<file path="src/rtl/core/dpc_pkg.sv">
`timescale 1ns / 1ps
// Package for the distance PID controller: field widths, register indexes
// and the structs passed between pipeline stages. No dependencies.
package dpc_pkg;

  localparam int unsigned POS_W      = 24;
  localparam int unsigned ERR_W      = 25;
  localparam int unsigned DIFF_W     = 26;
  localparam int unsigned GAIN_W     = 16;
  localparam int unsigned SPEED_W    = 7;
  localparam int unsigned BAND_W     = 23;
  localparam int unsigned PROD_P_W   = 41;
  localparam int unsigned PROD_D_W   = 42;
  localparam int unsigned INTEG_W    = 40;
  localparam int unsigned ACC_W      = 42;
  localparam int unsigned SUM_W      = 43;
  localparam int unsigned FRAC_W     = 8;
  localparam int unsigned DRV_W      = SUM_W - FRAC_W;
  localparam int unsigned DRIVE_W    = 16;
  localparam int unsigned CFG_IDX_W  = 3;
  localparam int unsigned CFG_DATA_W = 24;

  localparam logic signed [INTEG_W-1:0] INTEG_MAX = {1'b0, {(INTEG_W-1){1'b1}}};
  localparam logic signed [INTEG_W-1:0] INTEG_MIN = {1'b1, {(INTEG_W-1){1'b0}}};

  localparam logic signed [DRIVE_W-1:0] ONE_PERCENT = 16'sd256;

  typedef enum logic [CFG_IDX_W-1:0] {
    REG_TARGET = 3'd0,
    REG_GAIN_P = 3'd1,
    REG_GAIN_I = 3'd2,
    REG_GAIN_D = 3'd3,
    REG_SPEED  = 3'd4,
    REG_WINDOW = 3'd5,
    REG_SETTLE = 3'd6
  } cfg_reg_e;

  typedef struct packed {
    logic signed [POS_W-1:0] target;
    logic [GAIN_W-1:0]       gain_p;
    logic [GAIN_W-1:0]       gain_i;
    logic [GAIN_W-1:0]       gain_d;
    logic [SPEED_W-1:0]      max_speed;
    logic [BAND_W-1:0]       window;
    logic [BAND_W-1:0]       band;
  } cfg_t;

  typedef struct packed {
    logic signed [ERR_W-1:0]  err;
    logic signed [DIFF_W-1:0] diff;
    logic                     start;
    logic                     win;
    logic                     settle;
  } err_t;

  typedef struct packed {
    logic signed [PROD_P_W-1:0] p;
    logic signed [PROD_D_W-1:0] d;
    logic signed [PROD_P_W-1:0] ip;
    logic                       start;
    logic                       win;
    logic                       settle;
  } mul_t;

  typedef struct packed {
    logic signed [SUM_W-1:0]   pd;
    logic signed [INTEG_W-1:0] integ;
    logic                      settle;
  } acc_t;

endpackage

</file>
<file path="src/rtl/core/dpc_ifs.sv">
`timescale 1ns / 1ps
// Valid/ready channel interfaces for position samples and drive results.
// Depends on dpc_pkg.
interface dpc_in_if import dpc_pkg::*; ();
  logic                    valid;
  logic                    ready;
  logic signed [POS_W-1:0] position;
  logic                    start_move;

  modport source (output valid, output position, output start_move, input ready);
  modport sink   (input valid, input position, input start_move, output ready);
endinterface

interface dpc_out_if import dpc_pkg::*; ();
  logic                      valid;
  logic                      ready;
  logic signed [DRIVE_W-1:0] drive_level;
  logic                      move_done;

  modport source (output valid, output drive_level, output move_done, input ready);
  modport sink   (input valid, input drive_level, input move_done, output ready);
endinterface

</file>
<file path="src/rtl/core/dpc_err.sv">
`timescale 1ns / 1ps
// Stage 1: position error, error difference, window and band flags.
// Holds the previous error. Depends on dpc_pkg.
module dpc_err import dpc_pkg::*; (
  input  logic                    clk_i,
  input  logic                    rst_ni,
  input  cfg_t                    cfg_i,
  input  logic                    in_valid_i,
  input  logic signed [POS_W-1:0] in_position_i,
  input  logic                    in_start_i,
  output logic                    in_ready_o,
  output logic                    out_valid_o,
  output err_t                    out_data_o,
  input  logic                    out_ready_i
);

  logic                     valid_q;
  err_t                     data_q, data_d;
  logic signed [ERR_W-1:0]  prev_q;
  logic signed [ERR_W-1:0]  prev_sel;
  logic [ERR_W-1:0]         abs_err;
  logic                     take;

  assign in_ready_o  = !valid_q || out_ready_i;
  assign take        = in_valid_i && in_ready_o;
  assign out_valid_o = valid_q;
  assign out_data_o  = data_q;

  always_comb begin
    data_d.err    = ERR_W'(cfg_i.target) - ERR_W'(in_position_i);
    prev_sel      = in_start_i ? '0 : prev_q;
    data_d.diff   = DIFF_W'(data_d.err) - DIFF_W'(prev_sel);
    abs_err       = data_d.err[ERR_W-1] ? ERR_W'(-data_d.err) : ERR_W'(data_d.err);
    data_d.start  = in_start_i;
    data_d.win    = abs_err < ERR_W'(cfg_i.window);
    data_d.settle = abs_err < ERR_W'(cfg_i.band);
  end

  always_ff @(posedge clk_i or negedge rst_ni) begin
    if (!rst_ni) begin
      valid_q <= 1'b0;
      prev_q  <= '0;
    end else begin
      if (in_ready_o) valid_q <= in_valid_i;
      if (take) prev_q <= data_d.err;
    end
  end

  always_ff @(posedge clk_i) begin
    if (take) data_q <= data_d;
  end

endmodule

</file>
<file path="src/rtl/core/dpc_mult.sv">
`timescale 1ns / 1ps
// Stage 2: the three gain multiplies, registered.
// Depends on dpc_pkg.
module dpc_mult import dpc_pkg::*; (
  input  logic  clk_i,
  input  logic  rst_ni,
  input  cfg_t  cfg_i,
  input  logic  in_valid_i,
  input  err_t  in_data_i,
  output logic  in_ready_o,
  output logic  out_valid_o,
  output mul_t  out_data_o,
  input  logic  out_ready_i
);

  logic valid_q;
  mul_t data_q, data_d;
  logic take;

  assign in_ready_o  = !valid_q || out_ready_i;
  assign take        = in_valid_i && in_ready_o;
  assign out_valid_o = valid_q;
  assign out_data_o  = data_q;

  always_comb begin
    data_d.p      = PROD_P_W'(signed'({1'b0, cfg_i.gain_p})) * PROD_P_W'(in_data_i.err);
    data_d.d      = PROD_D_W'(signed'({1'b0, cfg_i.gain_d})) * PROD_D_W'(in_data_i.diff);
    data_d.ip     = PROD_P_W'(signed'({1'b0, cfg_i.gain_i})) * PROD_P_W'(in_data_i.err);
    data_d.start  = in_data_i.start;
    data_d.win    = in_data_i.win;
    data_d.settle = in_data_i.settle;
  end

  always_ff @(posedge clk_i or negedge rst_ni) begin
    if (!rst_ni) begin
      valid_q <= 1'b0;
    end else if (in_ready_o) begin
      valid_q <= in_valid_i;
    end
  end

  always_ff @(posedge clk_i) begin
    if (take) data_q <= data_d;
  end

endmodule

</file>
<file path="src/rtl/core/dpc_integ.sv">
`timescale 1ns / 1ps
// Stage 3: saturating windowed integrator and the P plus D partial sum.
// Holds the integral state. Depends on dpc_pkg.
module dpc_integ import dpc_pkg::*; (
  input  logic  clk_i,
  input  logic  rst_ni,
  input  logic  in_valid_i,
  input  mul_t  in_data_i,
  output logic  in_ready_o,
  output logic  out_valid_o,
  output acc_t  out_data_o,
  input  logic  out_ready_i
);

  logic                      valid_q;
  acc_t                      data_q, data_d;
  logic signed [INTEG_W-1:0] integ_q;
  logic signed [INTEG_W-1:0] base;
  logic signed [INTEG_W-1:0] sat;
  logic signed [ACC_W-1:0]   acc;
  logic                      take;

  assign in_ready_o  = !valid_q || out_ready_i;
  assign take        = in_valid_i && in_ready_o;
  assign out_valid_o = valid_q;
  assign out_data_o  = data_q;

  always_comb begin
    base = in_data_i.start ? '0 : integ_q;
    acc  = ACC_W'(in_data_i.ip) + ACC_W'(base);
    priority if (acc > ACC_W'(INTEG_MAX)) begin
      sat = INTEG_MAX;
    end else if (acc < ACC_W'(INTEG_MIN)) begin
      sat = INTEG_MIN;
    end else begin
      sat = acc[INTEG_W-1:0];
    end
    data_d.integ  = in_data_i.win ? sat : base;
    data_d.pd     = SUM_W'(in_data_i.p) + SUM_W'(in_data_i.d);
    data_d.settle = in_data_i.settle;
  end

  always_ff @(posedge clk_i or negedge rst_ni) begin
    if (!rst_ni) begin
      valid_q <= 1'b0;
      integ_q <= '0;
    end else begin
      if (in_ready_o) valid_q <= in_valid_i;
      if (take) integ_q <= data_d.integ;
    end
  end

  always_ff @(posedge clk_i) begin
    if (take) data_q <= data_d;
  end

endmodule

</file>
<file path="src/rtl/core/dpc_limit.sv">
`timescale 1ns / 1ps
// Stage 4: final sum, floor scaling, speed clamp, settle band, done flag.
// Output register of the block. Depends on dpc_pkg.
module dpc_limit import dpc_pkg::*; (
  input  logic                      clk_i,
  input  logic                      rst_ni,
  input  cfg_t                      cfg_i,
  input  logic                      in_valid_i,
  input  acc_t                      in_data_i,
  output logic                      in_ready_o,
  output logic                      out_valid_o,
  output logic signed [DRIVE_W-1:0] out_drive_o,
  output logic                      out_done_o,
  input  logic                      out_ready_i
);

  logic                      valid_q;
  logic signed [DRIVE_W-1:0] drive_q, drive_d;
  logic                      done_q, done_d;
  logic signed [SUM_W-1:0]   sum;
  logic signed [DRV_W-1:0]   drv;
  logic signed [DRV_W-1:0]   lim;
  logic signed [DRV_W-1:0]   clamped;
  logic                      take;

  assign in_ready_o  = !valid_q || out_ready_i;
  assign take        = in_valid_i && in_ready_o;
  assign out_valid_o = valid_q;
  assign out_drive_o = drive_q;
  assign out_done_o  = done_q;

  always_comb begin
    sum = in_data_i.pd + SUM_W'(in_data_i.integ);
    drv = sum[SUM_W-1:FRAC_W];
    lim = signed'(DRV_W'({cfg_i.max_speed, {FRAC_W{1'b0}}}));
    priority if (drv > lim) begin
      clamped = lim;
    end else if (drv < -lim) begin
      clamped = -lim;
    end else begin
      clamped = drv;
    end
    drive_d = in_data_i.settle ? '0 : clamped[DRIVE_W-1:0];
    done_d  = (drive_d < ONE_PERCENT) && (drive_d > -ONE_PERCENT);
  end

  always_ff @(posedge clk_i or negedge rst_ni) begin
    if (!rst_ni) begin
      valid_q <= 1'b0;
    end else if (in_ready_o) begin
      valid_q <= in_valid_i;
    end
  end

  always_ff @(posedge clk_i) begin
    if (take) begin
      drive_q <= drive_d;
      done_q  <= done_d;
    end
  end

endmodule

</file>
<file path="src/rtl/core/distance_pid_with_clamp_top.sv">
`timescale 1ns / 1ps
// Top level of the distance PID controller with integral window and clamp.
// Depends on dpc_pkg, dpc_ifs, dpc_err, dpc_mult, dpc_integ, dpc_limit.
//
// Usage:
//   in_i   (sink)  : one encoder position sample per beat, 1/16 degree,
//                    with start_move to clear integral and previous error.
//   out_o  (source): one beat per sample: drive_level in 1/256 percent
//                    and move_done when |drive_level| is under one percent.
//   cfg_*          : write-only register port, index 0..6, to be written
//                    only while idle; the block itself does not enforce it.
//   Each sample passes the error, multiply, integrator and output registers.
//   Throughput is one sample per cycle unless out_o is held; integrator
//   and previous error each close their loop in one stage: samples stream.
//   Each stage has its own valid and stalls only when it is full and the
//   stage after it is stalled, so bubbles fill while out_o is held.
//   With out_o stalled and all four stages full, in_i.ready drops.
//   Reset clears the pipeline valids, the integral, the previous error and
//   loads the register defaults (gains 1516/0/1229, clamp 100 percent,
//   window 800, band 3, target 0).
module distance_pid_with_clamp_top import dpc_pkg::*; (
  input  logic                  clk_i,
  input  logic                  rst_ni,
  input  logic                  cfg_we_i,
  input  logic [CFG_IDX_W-1:0]  cfg_idx_i,
  input  logic [CFG_DATA_W-1:0] cfg_data_i,
  dpc_in_if.sink                in_i,
  dpc_out_if.source             out_o
);

  cfg_t cfg_q;

  always_ff @(posedge clk_i or negedge rst_ni) begin
    if (!rst_ni) begin
      cfg_q.target    <= '0;
      cfg_q.gain_p    <= 16'd1516;
      cfg_q.gain_i    <= '0;
      cfg_q.gain_d    <= 16'd1229;
      cfg_q.max_speed <= 7'd100;
      cfg_q.window    <= 23'd800;
      cfg_q.band      <= 23'd3;
    end else if (cfg_we_i) begin
      unique case (cfg_reg_e'(cfg_idx_i))
        REG_TARGET: cfg_q.target    <= signed'(cfg_data_i[POS_W-1:0]);
        REG_GAIN_P: cfg_q.gain_p    <= cfg_data_i[GAIN_W-1:0];
        REG_GAIN_I: cfg_q.gain_i    <= cfg_data_i[GAIN_W-1:0];
        REG_GAIN_D: cfg_q.gain_d    <= cfg_data_i[GAIN_W-1:0];
        REG_SPEED:  cfg_q.max_speed <= cfg_data_i[SPEED_W-1:0];
        REG_WINDOW: cfg_q.window    <= cfg_data_i[BAND_W-1:0];
        REG_SETTLE: cfg_q.band      <= cfg_data_i[BAND_W-1:0];
        default: ;
      endcase
    end
  end

  logic  err_valid, err_ready;
  err_t  err_data;
  logic  mul_valid, mul_ready;
  mul_t  mul_data;
  logic  acc_valid, acc_ready;
  acc_t  acc_data;

  dpc_err u_err (
    .clk_i         (clk_i),
    .rst_ni        (rst_ni),
    .cfg_i         (cfg_q),
    .in_valid_i    (in_i.valid),
    .in_position_i (in_i.position),
    .in_start_i    (in_i.start_move),
    .in_ready_o    (in_i.ready),
    .out_valid_o   (err_valid),
    .out_data_o    (err_data),
    .out_ready_i   (err_ready)
  );

  dpc_mult u_mult (
    .clk_i       (clk_i),
    .rst_ni      (rst_ni),
    .cfg_i       (cfg_q),
    .in_valid_i  (err_valid),
    .in_data_i   (err_data),
    .in_ready_o  (err_ready),
    .out_valid_o (mul_valid),
    .out_data_o  (mul_data),
    .out_ready_i (mul_ready)
  );

  dpc_integ u_integ (
    .clk_i       (clk_i),
    .rst_ni      (rst_ni),
    .in_valid_i  (mul_valid),
    .in_data_i   (mul_data),
    .in_ready_o  (mul_ready),
    .out_valid_o (acc_valid),
    .out_data_o  (acc_data),
    .out_ready_i (acc_ready)
  );

  dpc_limit u_limit (
    .clk_i       (clk_i),
    .rst_ni      (rst_ni),
    .cfg_i       (cfg_q),
    .in_valid_i  (acc_valid),
    .in_data_i   (acc_data),
    .in_ready_o  (acc_ready),
    .out_valid_o (out_o.valid),
    .out_drive_o (out_o.drive_level),
    .out_done_o  (out_o.move_done),
    .out_ready_i (out_o.ready)
  );

endmodule

</file>
<file path="src/flat_wrapper.sv">
// flat-port wrapper written by rule: the top's interface ports become plain ports
module distance_pid_with_clamp_top_flat import dpc_pkg::*;
  (clk_i, rst_ni, cfg_we_i, cfg_idx_i, cfg_data_i, in_i_valid, in_i_position, in_i_start_move, in_i_ready, out_o_valid, out_o_drive_level, out_o_move_done, out_o_ready);
  dpc_in_if in_i_i ();
  dpc_out_if out_o_i ();
  input  logic clk_i;
  input  logic rst_ni;
  input  logic cfg_we_i;
  input  logic [CFG_IDX_W-1:0] cfg_idx_i;
  input  logic [CFG_DATA_W-1:0] cfg_data_i;
  input wire logic [$bits(in_i_i.valid)-1:0] in_i_valid;
  input wire logic [$bits(in_i_i.position)-1:0] in_i_position;
  input wire logic [$bits(in_i_i.start_move)-1:0] in_i_start_move;
  output wire logic [$bits(in_i_i.ready)-1:0] in_i_ready;
  output wire logic [$bits(out_o_i.valid)-1:0] out_o_valid;
  output wire logic [$bits(out_o_i.drive_level)-1:0] out_o_drive_level;
  output wire logic [$bits(out_o_i.move_done)-1:0] out_o_move_done;
  input wire logic [$bits(out_o_i.ready)-1:0] out_o_ready;
  assign in_i_i.valid = in_i_valid;
  assign in_i_i.position = in_i_position;
  assign in_i_i.start_move = in_i_start_move;
  assign in_i_ready = in_i_i.ready;
  assign out_o_valid = out_o_i.valid;
  assign out_o_drive_level = out_o_i.drive_level;
  assign out_o_move_done = out_o_i.move_done;
  assign out_o_i.ready = out_o_ready;
  distance_pid_with_clamp_top u_core (.clk_i(clk_i), .rst_ni(rst_ni), .cfg_we_i(cfg_we_i), .cfg_idx_i(cfg_idx_i), .cfg_data_i(cfg_data_i), .in_i(in_i_i), .out_o(out_o_i));
endmodule
</file>
<file path="config.mk">
export PLATFORM = sky130hd
export DESIGN_NAME = distance_pid_with_clamp_top_flat
export DESIGN_NICKNAME = d
export VERILOG_FILES = /design/src/rtl/core/dpc_pkg.sv /design/src/rtl/core/dpc_ifs.sv /design/src/rtl/core/dpc_err.sv /design/src/rtl/core/dpc_mult.sv /design/src/rtl/core/dpc_integ.sv /design/src/rtl/core/dpc_limit.sv /design/src/rtl/core/distance_pid_with_clamp_top.sv /design/src/flat_wrapper.sv
export SDC_FILE = /design/constraint.sdc
export NUM_CORES = 2
export LEC_CHECK = 0
export BUFFER_PORTS_ARGS = -buffer_cell sky130_fd_sc_hd__buf_2
export CORE_MARGIN = 2
export CORE_UTILIZATION = 30
export DETAILED_ROUTE_END_ITERATION = 8
export PLACE_DENSITY = 0.5
export REMOVE_ABC_BUFFERS = 1
export SETUP_SLACK_MARGIN = 0.5
export SLEW_MARGIN = 20
export SYNTH_ARGS = -nofsm -noshare
export SYNTH_HDL_FRONTEND = slang
export SYNTH_SLANG_ARGS = --single-unit
export TNS_END_PERCENT = 10
</file>
<file path="constraint.sdc">
create_clock -name clk_i -period 7.9 [get_ports clk_i]
set_clock_uncertainty 0.15 [all_clocks]
set_input_delay 1.975 -clock clk_i [delete_from_list [all_inputs] [get_ports clk_i]]
set_output_delay 1.975 -clock clk_i [all_outputs]
set_load 0.03 [all_outputs]
</file>
==> out/results.ini <==
[status]
status = completed

[cells_and_area]
syn2layout_area_growth_pct = 12.1
multi_input_area_um2 = 51000
nNetsFinal = 9221
drive_above_1_share = 0.105
final_cell_area_um2 = 78700
final_cell_mix = inv_1, fa_1, nand2_1
nFillCells = 23918
regArea_um2 = 13400
final_common_cell = inv_1
post-route-util = 0.338

[timing]
rsz0062_at_grt = yes
hold_viol = 0
final.period_utilization = 0.930
setup_viol = 0
fmax_mhz = 136
slew_headroom = 0.260
period_needed_ns = 7.35
slew_violations = 0
setup_slack_ns = 0.555
worst_hold_slack_ns = 0.328
worst_pin_slew_ns = 1.11

[yosys]
yosysSeqAreaShare = 0.190
yosysTopAreaCell = fa_1
synth.area.top_cells = fa_1, edfxtp_1, ha_1
syn_area_per_cell_um2 = 9.65
netlist_area_um2 = 70200
yosysWarnings = 0
syn_inst = 7270
synth_edf_count = 282
synth_cell_type_count = 85
synthArstFlopShare = 0.408
synth_seq_cells = 476
synth_ff_type = edfxtp_1
synth_top_area_share = 0.335

[floorplan]
ios = 76
std_cell_rows = 177
floorplan.initialDensity = 0.302
die_h_um = 488
fp.coreArea_um2 = 233000
dieArea_um2 = 238000
die_x_um = 488

[critical_path]
crit_required_ns = 8.23
path_class = reg -> reg
worstPathArrival_ns = 7.67
endpoint_kind = flop
critical_path.max_fanout = 7
worstSetupStartpointType = flop

[placed_design]
port_buffers = 75
preCtsSetupSlack_ns = -0.0845
dpl_cell_area_um2 = 75500
post-dp-hpwl_um = 166000
place_congestion = 0.888

[global_route]
antenna_found_initial = 11
grt_pass1_wl_um = 320000
grt_max_degree = 100
grt_pass1_vias = 52741
grt_overflow = 0
grt_util_all_layers = 0.174

[clocking]
cts.htree.levels = 2
clk_path_buf_depth = 3
cts.sinks = 476
cts_hold_buf = 0
root_buffer = clkbuf_16
cts_buffers = 58
clk_latency_ns = 0.72
cts_tree = done
clkTransAtPathRegs_ns = 0.06

[run]
drv_cap = 0

[drt]
drt_pass1_iterations = 6
routedWlPerCell_um = 19.7
wirelength_um = 207000
drc = 0
dr_total_vias = 50261
ant_nets = 0
viasPerCell = 4.77
drt_iter0_markers = 2896

[min_path]
worstHoldPathType = reg -> reg

registers in the layout (all words and copies together) (netlist names):
| name | cells |
|---|---|
| u_core.u_mult.out_data_o | 127 |
| u_core.cfg_q | 125 |
| u_core.u_integ.out_data_o | 84 |
| u_core.u_err.out_data_o | 54 |
| u_core.u_integ.integ_q | 40 |
| u_core.u_err.prev_q | 25 |
| u_core.u_limit.out_drive_o | 16 |
| u_core.u_err.out_valid_o | 1 |
| u_core.u_integ.out_valid_o | 1 |
| u_core.u_limit.out_done_o | 1 |
| u_core.u_limit.out_valid_o | 1 |
| u_core.u_mult.out_valid_o | 1 |
metrics by stage:
stage	instances	TNS, ns
CTS	10474	0
floorplan	6986	0
detailed placement	10355	-0.0845
finish	10533	0
global route	10528	0
global placement	10355	-0.217
critical path, cell delays in order, from the launching register on:
cell       delay (ns)
dfstp_2          0.67
buf_6            0.17
nand2_1          0.08
fa_1             0.54
inv_1            0.06
fa_1             0.49
fa_1             0.45
fa_1             0.52
fa_1             0.56
fa_1             0.46
ha_4             0.33
o2111ai_4        0.10
o21bai_4         0.21
a21oi_4          0.16
o41ai_2          0.09
buf_4            0.16
o211a_4          0.26
a211oi_4         0.29
nor3_2           0.10
or3_4            0.37
a31oi_4          0.20
and4_4           0.25
a2111oi_4        0.05
buf_4            0.16
buf_4            0.13
xnor2_1          0.12
logic make-up (layout without fill, tap and decap cells):
kind of cell,count (synthesis),in the layout,synth area share
AOI/OAI and AO/OA,824,824,0.0768
xor gates and xnor gates,287,287,0.0358
adders and majority gates,1732,1732,0.435
buffers and inverters,1699,1911,0.0909
DFF,476,476,0.190
muxes,160,160,0.0257
other,0,8,0
and+or+nand+nor,2092,2092,0.146
Yosys cell counts, drive strengths merged, types with 19 or more instances:
master and instances:
edfxtp 282, xnor2 211, nor3 78, and2 516
a211oi 25, a221o 19, nor2 204, nand4 35
o21ai 165, or3 32, a21oi 239, nand3 69
a31oi 27, inv 1415, mux2 156, fa 1176
dfrtp 173, nand2 895, nand2b 71, ha 556
o21a 54, a21o 94, dfstp 21, nor2b 90
or2 21, clkbuf 278, o21bai 26, xor2 76
and3 34
worst paths after layout:
kind | from | endpoint | slack [ns] | cells after the start
worst max-delay path | u_core.cfg_q[60] | u_core.u_mult.out_data_o[82] | 0.55 | 25
worst min-delay path | u_core.u_integ.integ_q[2] | u_core.u_integ.integ_q[2] | 0.33 | 2
worst max register to register | u_core.cfg_q[60] | u_core.u_mult.out_data_o[82] | 0.55 | 25
worst min register to register | u_core.u_integ.integ_q[2] | u_core.u_integ.integ_q[2] | 0.33 | 2
max in group asynchronous | rst_ni | u_core.u_integ.integ_q[4] | 5.22 | 2
min in group asynchronous | rst_ni | u_core.cfg_q[20] | 1.13 | 1
what timing repair did:
action / CTS / global route
buffers inserted: 9 / 46
endpoints found under the setup margin: 17 / 32
pin swaps: 1 / 59
cloned: 0 / 5
resized for setup: 16 / 112
hold endpoints to repair: 0 / 0
layout make-up:
type                            instances  area share
Clock buffer                           70      0.0190
Tap cell                             3043      0.0484
Multi-Input combinational cell       5095       0.648
Inverter                             1415      0.0675
Timing Repair Buffer                  386      0.0411
Clock inverter                         40     0.00615
Sequential cell                       476       0.170
Antenna cell                            8    0.000254
layer usage:
metal | track usage | vias up | share of wire
met5 | 0 | - | 0.000053
met1 | 0.245 | 25854 | 0.46
met3 | 0.0172 | 222 | 0.041
met4 | 0.0397 | 2 | 0.027
li1 | - | 23175 | -
met2 | 0.289 | 1008 | 0.47
Power is not shown: default switching activity piles up to over one toggle a cycle in this logic, so the estimate is an artifact.
